<file path="config.mk">
export PLATFORM = sky130hd
export DESIGN_NAME = simple16_packed_word_decoder
export DESIGN_NICKNAME = d
export VERILOG_FILES = /design/src/rtl/s16d_pkg.sv /design/src/rtl/s16d_unpack.sv /design/src/rtl/s16d_tally.sv /design/src/rtl/simple16_packed_word_decoder.sv
export VERILOG_INCLUDE_DIRS = /design/src /design/src/rtl
export SDC_FILE = /design/constraint.sdc
export NUM_CORES = 1
export LEC_CHECK = 0
export ABC_AREA = 1
export BUFFER_PORTS_ARGS = -buffer_cell sky130_fd_sc_hd__buf_2
export CAP_MARGIN = 20
export CORE_ASPECT_RATIO = 1.75
export CORE_UTILIZATION = 54
export CTS_CLUSTER_SIZE = 30
export DETAILED_ROUTE_END_ITERATION = 8
export GPL_ROUTABILITY_DRIVEN = 0
export HOLD_SLACK_MARGIN = 0.02
export PLACE_DENSITY = 0.8
export SETUP_SLACK_MARGIN = 0.05
export SYNTH_ARGS = -nofsm -noshare
export SYNTH_HDL_FRONTEND = slang
export SYNTH_HIERARCHICAL = 1
export SYNTH_SLANG_ARGS = --single-unit
export TNS_END_PERCENT = 5
</file>
<file path="constraint.sdc">
create_clock -name clk_i -period 10.4 [get_ports clk_i]
set_input_delay 3.12 -clock clk_i [delete_from_list [all_inputs] [get_ports clk_i]]
set_output_delay 3.12 -clock clk_i [all_outputs]
set_load 0.005 [all_outputs]
</file>
<file path="src/rtl/simple16_packed_word_decoder_macros.svh">
// assertion helpers for the simple-16 word decoder
`ifndef SIMPLE16_PACKED_WORD_DECODER_MACROS_SVH
`define SIMPLE16_PACKED_WORD_DECODER_MACROS_SVH

`ifndef SYNTH
// same-cycle implication
`define S16D_ASSERT(lbl, ante, cons) \
  lbl: assert property (@(posedge clk_i) disable iff (!rst_ni) (ante) |-> (cons)) \
    else $error("s16d check failed");
// next-cycle implication
`define S16D_ASSERT_NXT(lbl, ante, cons) \
  lbl: assert property (@(posedge clk_i) disable iff (!rst_ni) (ante) |=> (cons)) \
    else $error("s16d check failed");
`else
`define S16D_ASSERT(lbl, ante, cons)
`define S16D_ASSERT_NXT(lbl, ante, cons)
`endif

`endif

</file>
<file path="src/rtl/s16d_pkg.sv">
package s16d_pkg;

  localparam int unsigned WordW  = 32;
  localparam int unsigned ValueW = 28;
  localparam int unsigned SelW   = 4;
  localparam int unsigned IdxW   = 5;
  localparam int unsigned TotalW = 32;

  localparam logic [TotalW-1:0] TotalMax = 32'hFFFF_FFFF;

  // per layout: end of first run, end of second run, item count, run widths
  localparam logic [IdxW-1:0] RunEnd1 [16] =
    '{5'd28, 5'd7, 5'd7, 5'd14, 5'd14, 5'd1, 5'd1, 5'd7,
      5'd4, 5'd2, 5'd3, 5'd2, 5'd4, 5'd1, 5'd2, 5'd1};
  localparam logic [IdxW-1:0] RunEnd2 [16] =
    '{5'd28, 5'd21, 5'd14, 5'd21, 5'd14, 5'd9, 5'd5, 5'd7,
      5'd6, 5'd6, 5'd5, 5'd5, 5'd4, 5'd3, 5'd2, 5'd1};
  localparam logic [IdxW-1:0] ItemCount [16] =
    '{5'd28, 5'd21, 5'd21, 5'd21, 5'd14, 5'd9, 5'd8, 5'd7,
      5'd6, 5'd6, 5'd5, 5'd5, 5'd4, 5'd3, 5'd2, 5'd1};
  localparam logic [IdxW-1:0] RunW0 [16] =
    '{5'd1, 5'd2, 5'd1, 5'd1, 5'd2, 5'd4, 5'd3, 5'd4,
      5'd5, 5'd4, 5'd6, 5'd5, 5'd7, 5'd10, 5'd14, 5'd28};
  localparam logic [IdxW-1:0] RunW1 [16] =
    '{5'd1, 5'd1, 5'd2, 5'd2, 5'd2, 5'd3, 5'd4, 5'd4,
      5'd4, 5'd5, 5'd5, 5'd6, 5'd7, 5'd9, 5'd14, 5'd28};
  localparam logic [IdxW-1:0] RunW2 [16] =
    '{5'd1, 5'd1, 5'd1, 5'd2, 5'd2, 5'd3, 5'd3, 5'd4,
      5'd4, 5'd5, 5'd5, 5'd6, 5'd7, 5'd9, 5'd14, 5'd28};

  typedef struct packed {
    logic              valid;
    logic [ValueW-1:0] value;
    logic              last;
  } elem_t;

  function automatic logic [IdxW-1:0] field_width(input logic [SelW-1:0] sel,
                                                  input logic [IdxW-1:0] idx);
    logic [IdxW-1:0] w;
    if (idx < RunEnd1[sel]) begin
      w = RunW0[sel];
    end else if (idx < RunEnd2[sel]) begin
      w = RunW1[sel];
    end else begin
      w = RunW2[sel];
    end
    return w;
  endfunction

endpackage

</file>
<file path="src/rtl/s16d_unpack.sv">
module s16d_unpack (
  input  logic                             clk_i,
  input  logic                             rst_ni,
  input  logic                             load_i,
  input  logic [s16d_pkg::WordW-1:0]       word_i,
  input  logic                             advance_i,
  output s16d_pkg::elem_t                  elem_o
);

  logic                            act_q, act_d;
  logic [s16d_pkg::WordW-1:0]      word_q, word_d;
  logic [s16d_pkg::IdxW-1:0]       idx_q, idx_d;
  logic [s16d_pkg::IdxW-1:0]       shift_q, shift_d;

  logic [s16d_pkg::SelW-1:0]       sel;
  logic [s16d_pkg::ValueW-1:0]     payload;
  logic [s16d_pkg::IdxW-1:0]       width;
  logic [s16d_pkg::ValueW-1:0]     mask;
  logic                            last;

  assign sel     = word_q[s16d_pkg::SelW-1:0];
  assign payload = word_q[s16d_pkg::WordW-1:s16d_pkg::SelW];
  assign width   = s16d_pkg::field_width(sel, idx_q);
  // width is at least one, so the shift stays below the value width
  assign mask    = {s16d_pkg::ValueW{1'b1}} >> (5'd28 - width);
  assign last    = (idx_q == (s16d_pkg::ItemCount[sel] - 5'd1));

  assign elem_o.valid = act_q;
  assign elem_o.value = (payload >> shift_q) & mask;
  assign elem_o.last  = last;

  always_comb begin
    act_d   = act_q;
    word_d  = word_q;
    idx_d   = idx_q;
    shift_d = shift_q;
    if (advance_i) begin
      if (last) begin
        act_d = 1'b0;
      end else begin
        idx_d   = idx_q + 5'd1;
        shift_d = shift_q + width;
      end
    end
    if (load_i) begin
      act_d   = 1'b1;
      word_d  = word_i;
      idx_d   = '0;
      shift_d = '0;
    end
  end

  always_ff @(posedge clk_i or negedge rst_ni) begin
    if (!rst_ni) begin
      act_q   <= 1'b0;
      idx_q   <= '0;
      shift_q <= '0;
    end else begin
      act_q   <= act_d;
      idx_q   <= idx_d;
      shift_q <= shift_d;
    end
  end

  always_ff @(posedge clk_i) begin
    word_q <= word_d;
  end

endmodule

</file>
<file path="src/rtl/s16d_tally.sv">
module s16d_tally (
  input  logic                         clk_i,
  input  logic                         rst_ni,
  input  logic                         cfg_we_i,
  input  logic [s16d_pkg::TotalW-1:0]  cfg_wdata_i,
  input  logic                         emit_i,
  output logic                         done_o
);

  logic [s16d_pkg::TotalW-1:0] count_q;
  logic [s16d_pkg::TotalW-1:0] total_q, total_d;

  // saturating count of integers handed to the output
  always_comb begin
    total_d = total_q;
    if (emit_i && (total_q != s16d_pkg::TotalMax)) begin
      total_d = total_q + 32'd1;
    end
  end

  // covers both the flag of the item being emitted and the drop check
  assign done_o = (total_d >= count_q);

  always_ff @(posedge clk_i or negedge rst_ni) begin
    if (!rst_ni) begin
      count_q <= '0;
      total_q <= '0;
    end else begin
      total_q <= total_d;
      if (cfg_we_i) begin
        count_q <= cfg_wdata_i;
      end
    end
  end

endmodule

</file>
<file path="src/rtl/simple16_packed_word_decoder.sv">
// Simple-16 word decoder. Each accepted packed_word_i is unpacked into 1 to 28
// integers, least significant field first, one integer per cycle on the output
// channel unless out_ready_i stalls it; last_of_word_o marks the final one and
// stream_done_o shows that the running count has reached the value written to
// cfg_wdata_i. A word holds the unpacker until its final integer, their number
// set by its layout selector; the next word is taken in the cycle the final
// integer moves into the output register, so the output port runs without gaps.
// Words that arrive once the count is reached are accepted and dropped.
`include "simple16_packed_word_decoder_macros.svh"

module simple16_packed_word_decoder (
  input  logic                           clk_i,
  input  logic                           rst_ni,
  input  logic                           cfg_we_i,
  input  logic [s16d_pkg::TotalW-1:0]    cfg_wdata_i,
  input  logic                           in_valid_i,
  output logic                           in_ready_o,
  input  logic [s16d_pkg::WordW-1:0]     packed_word_i,
  output logic                           out_valid_o,
  input  logic                           out_ready_i,
  output logic [s16d_pkg::ValueW-1:0]    decoded_value_o,
  output logic                           last_of_word_o,
  output logic                           stream_done_o
);

  s16d_pkg::elem_t elem;

  logic out_free;
  logic emit;
  logic accept;
  logic load;
  logic done_now;

  logic                          out_valid_q;
  logic [s16d_pkg::ValueW-1:0]   value_q;
  logic                          last_q;
  logic                          done_q;

  assign out_free   = !out_valid_q || out_ready_i;
  assign emit       = elem.valid && out_free;
  assign in_ready_o = !elem.valid || (emit && elem.last);
  assign accept     = in_valid_i && in_ready_o;
  assign load       = accept && !done_now;

  s16d_unpack u_unpack (
    .clk_i     (clk_i),
    .rst_ni    (rst_ni),
    .load_i    (load),
    .word_i    (packed_word_i),
    .advance_i (emit),
    .elem_o    (elem)
  );

  s16d_tally u_tally (
    .clk_i       (clk_i),
    .rst_ni      (rst_ni),
    .cfg_we_i    (cfg_we_i),
    .cfg_wdata_i (cfg_wdata_i),
    .emit_i      (emit),
    .done_o      (done_now)
  );

  always_ff @(posedge clk_i or negedge rst_ni) begin
    if (!rst_ni) begin
      out_valid_q <= 1'b0;
    end else if (emit) begin
      out_valid_q <= 1'b1;
    end else if (out_ready_i) begin
      out_valid_q <= 1'b0;
    end
  end

  always_ff @(posedge clk_i) begin
    if (emit) begin
      value_q <= elem.value;
      last_q  <= elem.last;
      done_q  <= done_now;
    end
  end

  assign out_valid_o     = out_valid_q;
  assign decoded_value_o = value_q;
  assign last_of_word_o  = last_q;
  assign stream_done_o   = done_q;

  // a dropped word never reaches the unpacker
  `S16D_ASSERT_NXT(a_drop_idle, accept && done_now, !elem.valid)
  // an item waiting at the output is never overwritten
  `S16D_ASSERT(a_no_overwrite, out_valid_o && !out_ready_i, !emit)
  // every emitted integer shows up at the output
  `S16D_ASSERT_NXT(a_emit_shows, emit, out_valid_o)

endmodule

</file>
# Word-level counts from Yosys, hierarchy flattened
# Memories as Yosys holds them, arrays and structs flattened.
# Cells that the tools add are included.
[word_totals]
ff_bits = 138
mem_bits_ro = 480
in_bits = 69
mem_count = 6
[mem_list]
columns = ["memory", "depth", "word_bits", "rd", "rd_clocked_by_memory_dff", "write_ports", "line", "rtl"]
rows = [
  ["(no name shown)", 16, 5, 1, 0, 0, "s16d_pkg.sv:42", "end else if (idx < RunEnd2[sel]) begin"],
  ["(no name shown)", 16, 5, 1, 0, 0, "s16d_pkg.sv:43", "w = RunW1[sel];"],
  ["(no name shown)", 16, 5, 1, 0, 0, "s16d_pkg.sv:45", "w = RunW2[sel];"],
  ["(no name shown)", 16, 5, 1, 0, 0, "s16d_pkg.sv:40", "if (idx < RunEnd1[sel]) begin"],
  ["(no name shown)", 16, 5, 1, 0, 0, "s16d_unpack.sv:26", "assign last = (idx_q == (s16d_pkg::ItemCount[sel] - 5'd1));"],
  ["(no name shown)", 16, 5, 1, 0, 0, "s16d_pkg.sv:41", "w = RunW0[sel];"],
]
[classes]
n_addsub = 5
order_cmp = 4
n_eq_ne = 3
shift = 2
muxes = 26
bitwise = 2
reduce_logical = 15
[ops]
columns = ["op", "n"]
rows = [
  ["$mux W5", 20],
  ["$add A32 B1 Y32 const B", 1],
  ["$ge A32 B32 Y1", 1],
  ["$mux W32", 1],
  ["$ne A32 B32 Y1 const B", 1],
  ["$and A28 B28 Y28", 1],
  ["$shr A28 B5 Y28", 1],
  ["$shr A28 B5 Y28 const A", 1],
  ["$lt A5 B5 Y1", 2],
  ["$reduce_bool A2 Y1", 3],
  ["$add A5 B1 Y5 const B", 1],
  ["$add A5 B5 Y5", 1],
  ["$eq A5 B5 Y1", 1],
  ["$ge A5 B5 Y1 const B", 1],
  ["$logic_and A1 B1 Y1", 5],
  ["$mux W1", 5],
  ["$not A4 Y5", 1],
  ["$sub A5 B1 Y5 const B", 1],
  ["$sub A5 B5 Y5 const A", 1],
  ["$reduce_and A2 Y1", 2],
  ["$logic_not A1 Y1", 3],
  ["$logic_or A1 B1 Y1", 2],
  ["$ne A2 B2 Y1 const B", 1],
]

# Depth between registers and ports, before layout
# Gate-level depths: netlist of the first run.
[depth]
depth_word = 12
mapped_depth = 32

# Hierarchy
# The synthesis of the first run kept the hierarchy.
[modules_own_cells]
columns = ["module", "instances", "cells_each", "area_each_um2"]
rows = [
  ["s16d_unpack", 1, 616, 4232.8],
  ["s16d_tally", 1, 553, 4028.9],
  ["simple16_packed_word_decoder", 1, 41, 974.7],
]

# Worst setup path before layout of the first run
# OpenSTA, ideal clock, no wires.
[synth_path]
path_type = "input -> register"
startpoint = "input port out_ready_i"
endpoint = "register u_unpack/idx_q[4] in the netlist's numbering"
setup_ps = 117
arrival_ps = 8151
required_ps = 10283
path_slack_ps = 2132
path_stages = 23
cell_sequence = "inv_1 a21oi_1 nand2_4 inv_2 buf_6 buf_6 nor2_1 nor2_1 ha_1 a21oi_1 o21ai_0 nand2_1 o211ai_1 nor2_1 nand2_1 inv_1 nand2_1 a21oi_2 inv_1 nand2_2 nand2_1 nor2_1 nor2_1"
[synth_between]
elab_chain_cells = 9
word_cells_on_any_way = 14
cone_classes = "1 x order compare; 1 x eq/ne; 2 x mux; 10 x reduce/logical"
[synth_rtl]
columns = ["item", "line", "rtl"]
rows = [
  ["start: declaration", "simple16_packed_word_decoder.sv:20", "input logic out_ready_i,"],
  ["$logic_or A1 B1 Y1 *", "simple16_packed_word_decoder.sv:39", "assign out_free = !out_valid_q || out_ready_i;"],
  ["$logic_and A1 B1 Y1 *", "simple16_packed_word_decoder.sv:40", "assign emit = elem.valid && out_free;"],
  ["named net emit", "simple16_packed_word_decoder.sv:29", "logic emit;"],
  ["$logic_and A1 B1 Y1 *", "s16d_tally.sv:16", "if (emit_i && (total_q != s16d_pkg::TotalMax)) begin"],
  ["$mux W32 *", "s16d_tally.sv:16", ""],
  ["named net u_tally.total_d, one bit", "s16d_tally.sv:11", "logic [s16d_pkg::TotalW-1:0] total_q, total_d;"],
  ["$ge A32 B32 Y1 *", "s16d_tally.sv:22", "assign done_o = (total_d >= count_q);"],
  ["named net done_now", "simple16_packed_word_decoder.sv:32", "logic done_now;"],
  ["$logic_not A1 Y1 *", "simple16_packed_word_decoder.sv:43", "assign load = accept && !done_now;"],
  ["$logic_and A1 B1 Y1 *", "simple16_packed_word_decoder.sv:43", ""],
  ["named net load", "simple16_packed_word_decoder.sv:31", "logic load;"],
  ["$ne A2 B2 Y1 (no source line) / $reduce_bool A2 Y1 (equally long branches)", "--", ""],
  ["$reduce_and A2 Y1 (no source line)", "--", ""],
  ["end signal: assignment", "s16d_unpack.sv:60", "idx_q <= idx_d;"],
  ["end: declaration", "s16d_unpack.sv:12", "logic [s16d_pkg::IdxW-1:0] idx_q, idx_d;"],
]
# Mark *: on every way through the listed nets, which the timed path passes. The rest lies on a longest branch.
# A chain may end at the register's enable or synchronous reset.

# Final worst setup path of the first run
# Same ends and word-level chain as after synthesis.

==> results.py, run 1 <==
metrics = {
    "grt": {
        "grt_overflow_total": 0,
        "antenna_found_initial": 0,
        "grt_pass1_vias": 7861,
        "grt_start_max_net_pins": 77,
        "grtUsageTotal_pct": 26.4,
        "grt_pass1_wl_um": 35900,
    },
    "logic_synthesis": {
        "synth-seq-cells": 138,
        "ys_async_sr_fraction_pct": 55.1,
        "synthCells": 1210,
        "seq_area_frac_synth_pct": 40.7,
        "netlist_area_um2": 9240,
        "syn_avg_cell_area_um2": 7.63,
        "ys_types": 48,
        "syn-num-nets": 1338,
        "ys.flop_type": "dfrtp_1",
        "yosysWarningCount": 6,
        "synth_edf_count": 62,
    },
    "drt": {
        "drt-wirelength-per-cell_um": 14.4,
        "num_vias": 8314,
        "ant_nets": 0,
        "drt_iter0_markers": 369,
        "first_pass_iters": 5,
        "drt-total-wl_um": 21900,
        "viasPerCell": 5.46,
        "drc": 0,
    },
    "timing": {
        "hold_viol": 0,
        "relSlewSlack_pct": 34.9,
        "max_freq_mhz": 145,
        "final.setup.worst_slack_ns": 3.51,
        "setup-tns-final_ns": 0,
        "period_share_pct": 66.3,
        "drv_slew": 0,
        "rsz0062_at_grt": "false",
        "clock_skew_ns": 0.0100,
        "worst_pin_slew_ns": 0.977,
        "min_period_ns": 6.89,
        "finalSetupViolations": 0,
    },
    "power_and_ir_drop": {
        "ir_worst_vdd_uv": 225,
        "powerDensity_nw_per_um2": 292,
        "leakage_nw": 4.85,
    },
    "final_layout": {
        "syn_to_final_growth_pct": 12.3,
        "final_nets": 1413,
        "antenna_cells": 0,
        "drive_above_1_share_pct": 14.3,
    },
    "clocking": {
        "clockBufferDepth": 2,
        "clock-sinks": 138,
        "cts_buffers": 17,
        "cts_resized": 0,
        "clk_pin_slew_worst_paths_ns": 0.06,
        "cts_tree": "yes",
        "post_cts_buffers": 0,
        "htreeDepth": 4,
        "holdBufCountCts": 0,
        "clock_latency_ns": 0.42,
        "cts-root-buf": "clkbuf_16",
    },
    "die": {
        "ios": 101,
        "num_rows": 62,
        "die_area_um2": 17700,
        "die_w_um": 101,
        "die_h_um": 175,
        "core_um2": 16600,
        "initial_utilization_pct": 55.6,
    },
    "setup_path": {
        "cp.arrival_ns": 7.24,
        "r2r_end": "u_unpack/idx_q[4]",
        "endpoint_kind": "flip-flop",
        "r2r-start": "u_tally/total_q[0]",
        "ff2ff_setup_slack_ns": 5.54,
        "cp_max_fo": 38,
        "cp-start-kind": "input pin",
        "path_class": "input pin to flip-flop",
        "worst_ep_required_time_ns": 10.75,
        "rr_worst_depth": 27,
    },
    "placed_design": {
        "dpl.hpwl_um": 16800,
        "port_buffers": 100,
        "pre_cts_ws_ns": 3.16,
    },
    "hold_path": {
        "hold_depth": 2,
        "hold_end": "u_tally/count_q[16]",
        "worstHoldStart": "u_tally/count_q[16]",
        "hold_path_class": "flip-flop to flip-flop",
    },
    "run_status": {
        "status": "complete, no violations",
    },
    "flow_run": {
        "drv_cap": 0,
    },
}
[flip-flops by register name, indices dropped and copies added (netlist names)]
signal / flops
out_valid_o: 1
u_tally/count_q: 32
last_of_word_o: 1
u_unpack/act_q: 1
decoded_value_o: 28
u_unpack/word_q: 32
u_unpack/shift_q: 5
stream_done_o: 1
u_tally/total_q: 32
u_unpack/idx_q: 5
[critical path, stage by stage]
cell,delay [ns]
buf_2,0.07
inv_1,0.07
a21oi_4,0.11
buf_4,0.40
nand2_4,0.26
inv_2,0.58
nor2_1,0.11
a21oi_2,0.14
ha_1,0.25
a21oi_1,0.18
o21ai_0,0.15
a21oi_1,0.16
nand2_1,0.09
nand2_1,0.07
nand2_1,0.07
inv_1,0.06
nand2_1,0.07
a21oi_4,0.11
buf_4,0.41
inv_1,0.24
nand2_2,0.18
nand2_1,0.08
nand2_1,0.07
nand2_1,0.05
nor2_1,0.11
[logic make-up (layout without fill, tap and decap cells)]
group / count (synthesis) / count (layout) / synth area share, %
xor+xnor: 23 / 23 / 2.38
simple gates: 631 / 631 / 29.1
fa+ha+maj: 59 / 59 / 8.07
buf+inv: 159 / 247 / 7.33
compound gates: 194 / 194 / 11.7
mux: 6 / 6 / 0.664
flops: 138 / 138 / 40.7
[through the flow]
step	hold WS [ns]	instances	power, mW	area [µm²]	utilization, %
2_1_floorplan	0.442	1210	2.06	9240	-
3_3_place_gp	0.510	1490	2.39	9810	59.1
3_5_place_dp	0.517	1490	2.43	9810	59.1
4_1_cts	0.532	1522	3.02	10400	62.5
5_1_grt	0.552	1522	3.30	10400	62.5
6_report	0.526	1522	3.03	10400	62.5
[routing by layer]
| metal | vias up | GRT usage (%) | wire length [µm] |
|---|---|---|---|
| met4 | 0 | 19.1 | 1450 |
| met3 | 95 | 4.36 | 1080 |
| met1 | 3745 | 27.2 | 7850 |
| met5 | - | 0 | 0 |
| met2 | 330 | 47.3 | 11500 |
| li1 | 4144 | - | - |
[cells in the mapped netlist (6+ instances only)]
library cell | instances | area (µm²)
xnor2_1 | 7 | 61.3
clkbuf_1 | 23 | 86.3
nand2_1 | 342 | 1280
nand3_2 | 6 | 60.1
ha_1 | 58 | 726
buf_2 | 9 | 45.0
nand2_2 | 21 | 131
xor2_1 | 15 | 131
inv_1 | 103 | 387
nor2_1 | 143 | 537
nand3_1 | 95 | 475
nand4_1 | 6 | 37.5
a21oi_2 | 6 | 52.6
o211ai_1 | 15 | 113
edfxtp_1 | 62 | 1860
dfrtp_1 | 76 | 1900
a21oi_1 | 50 | 250
buf_6 | 6 | 67.6
o21ai_0 | 99 | 495
[power breakdown]
part	internal (mW)	leakage [nW]	switching, mW
Sequential	0.739	1.45	0.155
Combinational	0.536	3.14	1.03
Clock	0.349	0.272	0.230
[area by class of cell]
cell class	count	area [µm²]
Multi-Input combinational cell	913	4810
Clock inverter	10	93.8
Sequential cell	138	3760
Clock buffer	22	475
Tap cell	224	280
Inverter	113	429
Timing Repair Buffer	102	518
Fill cell	1523	6230
[how the worst max path moves through the flow]
stage                 from                 to  slack (ns)  depth (start not counted)
2_1_floorplan  out_ready_i  u_unpack/idx_q[4]        2.13                         23
3_3_place_gp   out_ready_i  u_unpack/idx_q[4]        3.28                         24
3_5_place_dp   out_ready_i  u_unpack/idx_q[4]        3.16                         25
4_1_cts        out_ready_i         in_ready_o        3.52                          6
5_1_grt        out_ready_i  u_unpack/idx_q[4]        3.12                         25
6_report       out_ready_i  u_unpack/idx_q[4]        3.51                         25
[cell usage in the layout, fill, tap and decap left out, types with 6 or more instances in the layout]
cell         n
dfrtp_1     76
buf_2       99
o211ai_1    15
xnor2_1      7
nand4_1      6
clkbuf_16   18
a21oi_1     49
nand3_2      6
nand2_2     21
edfxtp_1    62
xor2_1      15
inv_1      103
o21ai_0     99
nor2_1     143
ha_1        58
nand2_1    342
nand3_1     95
No activity file was read; power rests on OpenSTA's default activity.
==> run 2, diff against run 1 <==
--- a/config.mk
+++ b/config.mk
@@ -15,7 +15,7 @@
 export DETAILED_ROUTE_END_ITERATION = 8
 export GPL_ROUTABILITY_DRIVEN = 0
 export HOLD_SLACK_MARGIN = 0.02
-export PLACE_DENSITY = 0.8
+export PLACE_DENSITY = 0.83
 export SETUP_SLACK_MARGIN = 0.05
 export SYNTH_ARGS = -nofsm -noshare
 export SYNTH_HDL_FRONTEND = slang
==> constraint.sdc (replaced) <==
create_clock -name clk_i -period 6.2 [get_ports clk_i]
set_input_delay 1.86 -clock clk_i [delete_from_list [all_inputs] [get_ports clk_i]]
set_output_delay 1.86 -clock clk_i [all_outputs]
set_load 0.005 [all_outputs]
==> run 2 against run 1 <==
Net effect: final cell count did not move; non-clock buffer count unchanged; first-iteration DRC count grew 18%; clock power increased by 68%; largest power group unchanged.
==> results.py, run 2 (synthesized netlist as in run 1, its figures left out) <==
metrics = {
    "drt": {
        "ant_nets": 0,
        "first_pass_iters": 5,
        "drt_iter0_markers": 437,
        "drt-wirelength-per-cell_um": 14.4,
        "drc": 0,
        "drt-total-wl_um": 22000,
        "num_vias": 8307,
        "viasPerCell": 5.46,
    },
    "setup_path": {
        "path_class": "input pin to flip-flop",
        "endpoint_kind": "flip-flop",
        "worst_ep_required_time_ns": 6.56,
        "startpoint": "out_ready_i",
        "cp_max_fo": 38,
        "crit_end": "u_unpack/idx_q[4]",
        "rr_worst_depth": 26,
        "r2r_end": "u_unpack/idx_q[4]",
        "cp.arrival_ns": 5.35,
        "ff2ff_setup_slack_ns": 1.58,
        "r2r-start": "u_tally/total_q[0]",
        "cp-start-kind": "input pin",
    },
    "grt": {
        "grt_start_max_net_pins": 77,
        "grtUsageTotal_pct": 25.8,
        "grt_overflow_total": 0,
        "grt_pass1_wl_um": 35200,
        "grt_pass1_vias": 7833,
        "antenna_found_initial": 0,
    },
    "die": {
        "die_area_um2": 17700,
        "ios": 101,
        "initial_utilization_pct": 55.6,
        "die_w_um": 101,
        "num_rows": 62,
        "core_um2": 16600,
        "die_h_um": 175,
    },
    "final_layout": {
        "fillers": 1492,
        "layout_commonest_cell": "nand2_1",
        "syn_to_final_growth_pct": 12.3,
        "multi_input_area_um2": 4810,
        "antenna_cells": 0,
        "register_area_um2": 3760,
        "drive_above_1_share_pct": 14.6,
        "final_cell_mix": "342 x nand2_1, 143 x nor2_1, 103 x inv_1, 99 x buf_2, 99 x o21ai_0",
        "final_nets": 1413,
        "largestRegisters": "u_tally/count_q: 32 flops, u_tally/total_q: 32 flops, u_unpack/word_q: 32 flops",
    },
    "clocking": {
        "cts_buffers": 17,
        "cts_resized": 0,
        "htreeDepth": 4,
        "clk_pin_slew_worst_paths_ns": 0.06,
        "clock-sinks": 138,
        "clock_latency_ns": 0.43,
        "clockBufferDepth": 2,
        "holdBufCountCts": 0,
        "post_cts_buffers": 0,
        "cts-root-buf": "clkbuf_16",
        "cts_tree": "yes",
    },
    "timing": {
        "min_period_ns": 4.99,
        "rsz0062_at_grt": "false",
        "drv_slew": 0,
        "worst_pin_slew_ns": 0.959,
        "hold_viol": 0,
        "max_freq_mhz": 200,
        "period_share_pct": 80.5,
        "setup-tns-final_ns": 0,
        "clock_skew_ns": 0.0101,
        "finalSetupViolations": 0,
        "relSlewSlack_pct": 36.1,
    },
    "power_and_ir_drop": {
        "leakage_nw": 4.86,
        "ir_worst_vdd_uv": 277,
        "total_power_mw": 5.10,
        "powerDensity_nw_per_um2": 492,
    },
    "run_status": {
        "status": "complete, no violations",
    },
    "placed_design": {
        "port_buffers": 100,
        "dpl.hpwl_um": 16900,
    },
    "hold_path": {
        "hold_path_class": "flip-flop to flip-flop",
    },
    "flow_run": {
        "drv_cap": 0,
    },
}
[run 2: cell count changes in the layout (fill, tap and decap cells not counted), sizes merged]
| cell | before | now |
|---|---|---|
| clkinvlp | 3 | 2 |
| clkbuf | 22 | 18 |
| clkinv | 8 | 5 |
| bufinv | 1 | 0 |
| inv | 111 | 120 |
[run 2: report_power, final]
group	total [mW]	internal (mW)	switching [mW]
logic	2.62	0.898	1.73
clock network	0.973	0.538	0.435
registers	1.50	1.24	0.262
[run 2: final cells by class]
type                       count  area share [%]
sequential                   138            36.3
clock buffer                  18            4.24
timing repair buffer         102            5.00
clock inverter                14            1.19
multi-input combinational    913            46.4
inverter                     113            4.14
tap                          224            2.70
[run 2: stage by stage]
| stage | area (µm²) | setup slack (ns) | utilization [%] | cells | hold WS, ns |
|---|---|---|---|---|---|
| after floorplan | 9250 | 0.313 | - | 1210 | 0.442 |
| after global placement | 9810 | 0.952 | 59.1 | 1490 | 0.509 |
| after detailed placement | 9810 | 0.798 | 59.1 | 1490 | 0.521 |
| after CTS | 10400 | 1.25 | 62.5 | 1522 | 0.536 |
| after global routing | 10400 | 0.846 | 62.5 | 1522 | 0.551 |
| final | 10400 | 1.21 | 62.5 | 1522 | 0.533 |
[run 2: worst max-delay path, cell delays in order]
cell	delay (ns)
buf_2	0.08
inv_1	0.09
a21oi_4	0.18
nand2_4	0.19
inv_2	0.55
nand2_1	0.12
o21ai_0	0.11
inv_1	0.08
ha_1	0.29
a21oi_1	0.16
nor2_1	0.05
nor2_1	0.08
nand3_1	0.08
nand2_1	0.06
nand2_1	0.08
nand2_1	0.07
nand2_1	0.07
inv_1	0.06
nand2_1	0.07
a21oi_4	0.31
inv_1	0.23
nand2_2	0.17
nand2_1	0.08
nand2_1	0.06
nand2_1	0.05
nor2_1	0.09
[run 2: worst min path at each step]
stage,endpoint,slack (ns),start,cells past startpoint
CTS,u_tally/count_q[12],0.54,u_tally/count_q[12],2
global route,u_tally/count_q[0],0.55,u_tally/count_q[0],1
global placement,u_tally/count_q[13],0.51,u_tally/count_q[13],2
detailed placement,u_tally/count_q[10],0.52,u_tally/count_q[10],2
finish,u_tally/count_q[22],0.53,u_tally/count_q[22],2
floorplan,u_unpack/act_q,0.44,u_unpack/act_q,2
[run 2: layer usage]
layer | global-route usage (%) | vias up | wire [µm] | part of all wire (%)
met4 | 19.3 | 0 | 1560 | 7.1
met2 | 47.5 | 319 | 11700 | 53
met5 | 0 | - | 0 | 0
li1 | - | 4126 | - | -
met1 | 25.2 | 3745 | 7680 | 35
met3 | 3.96 | 117 | 1070 | 4.9
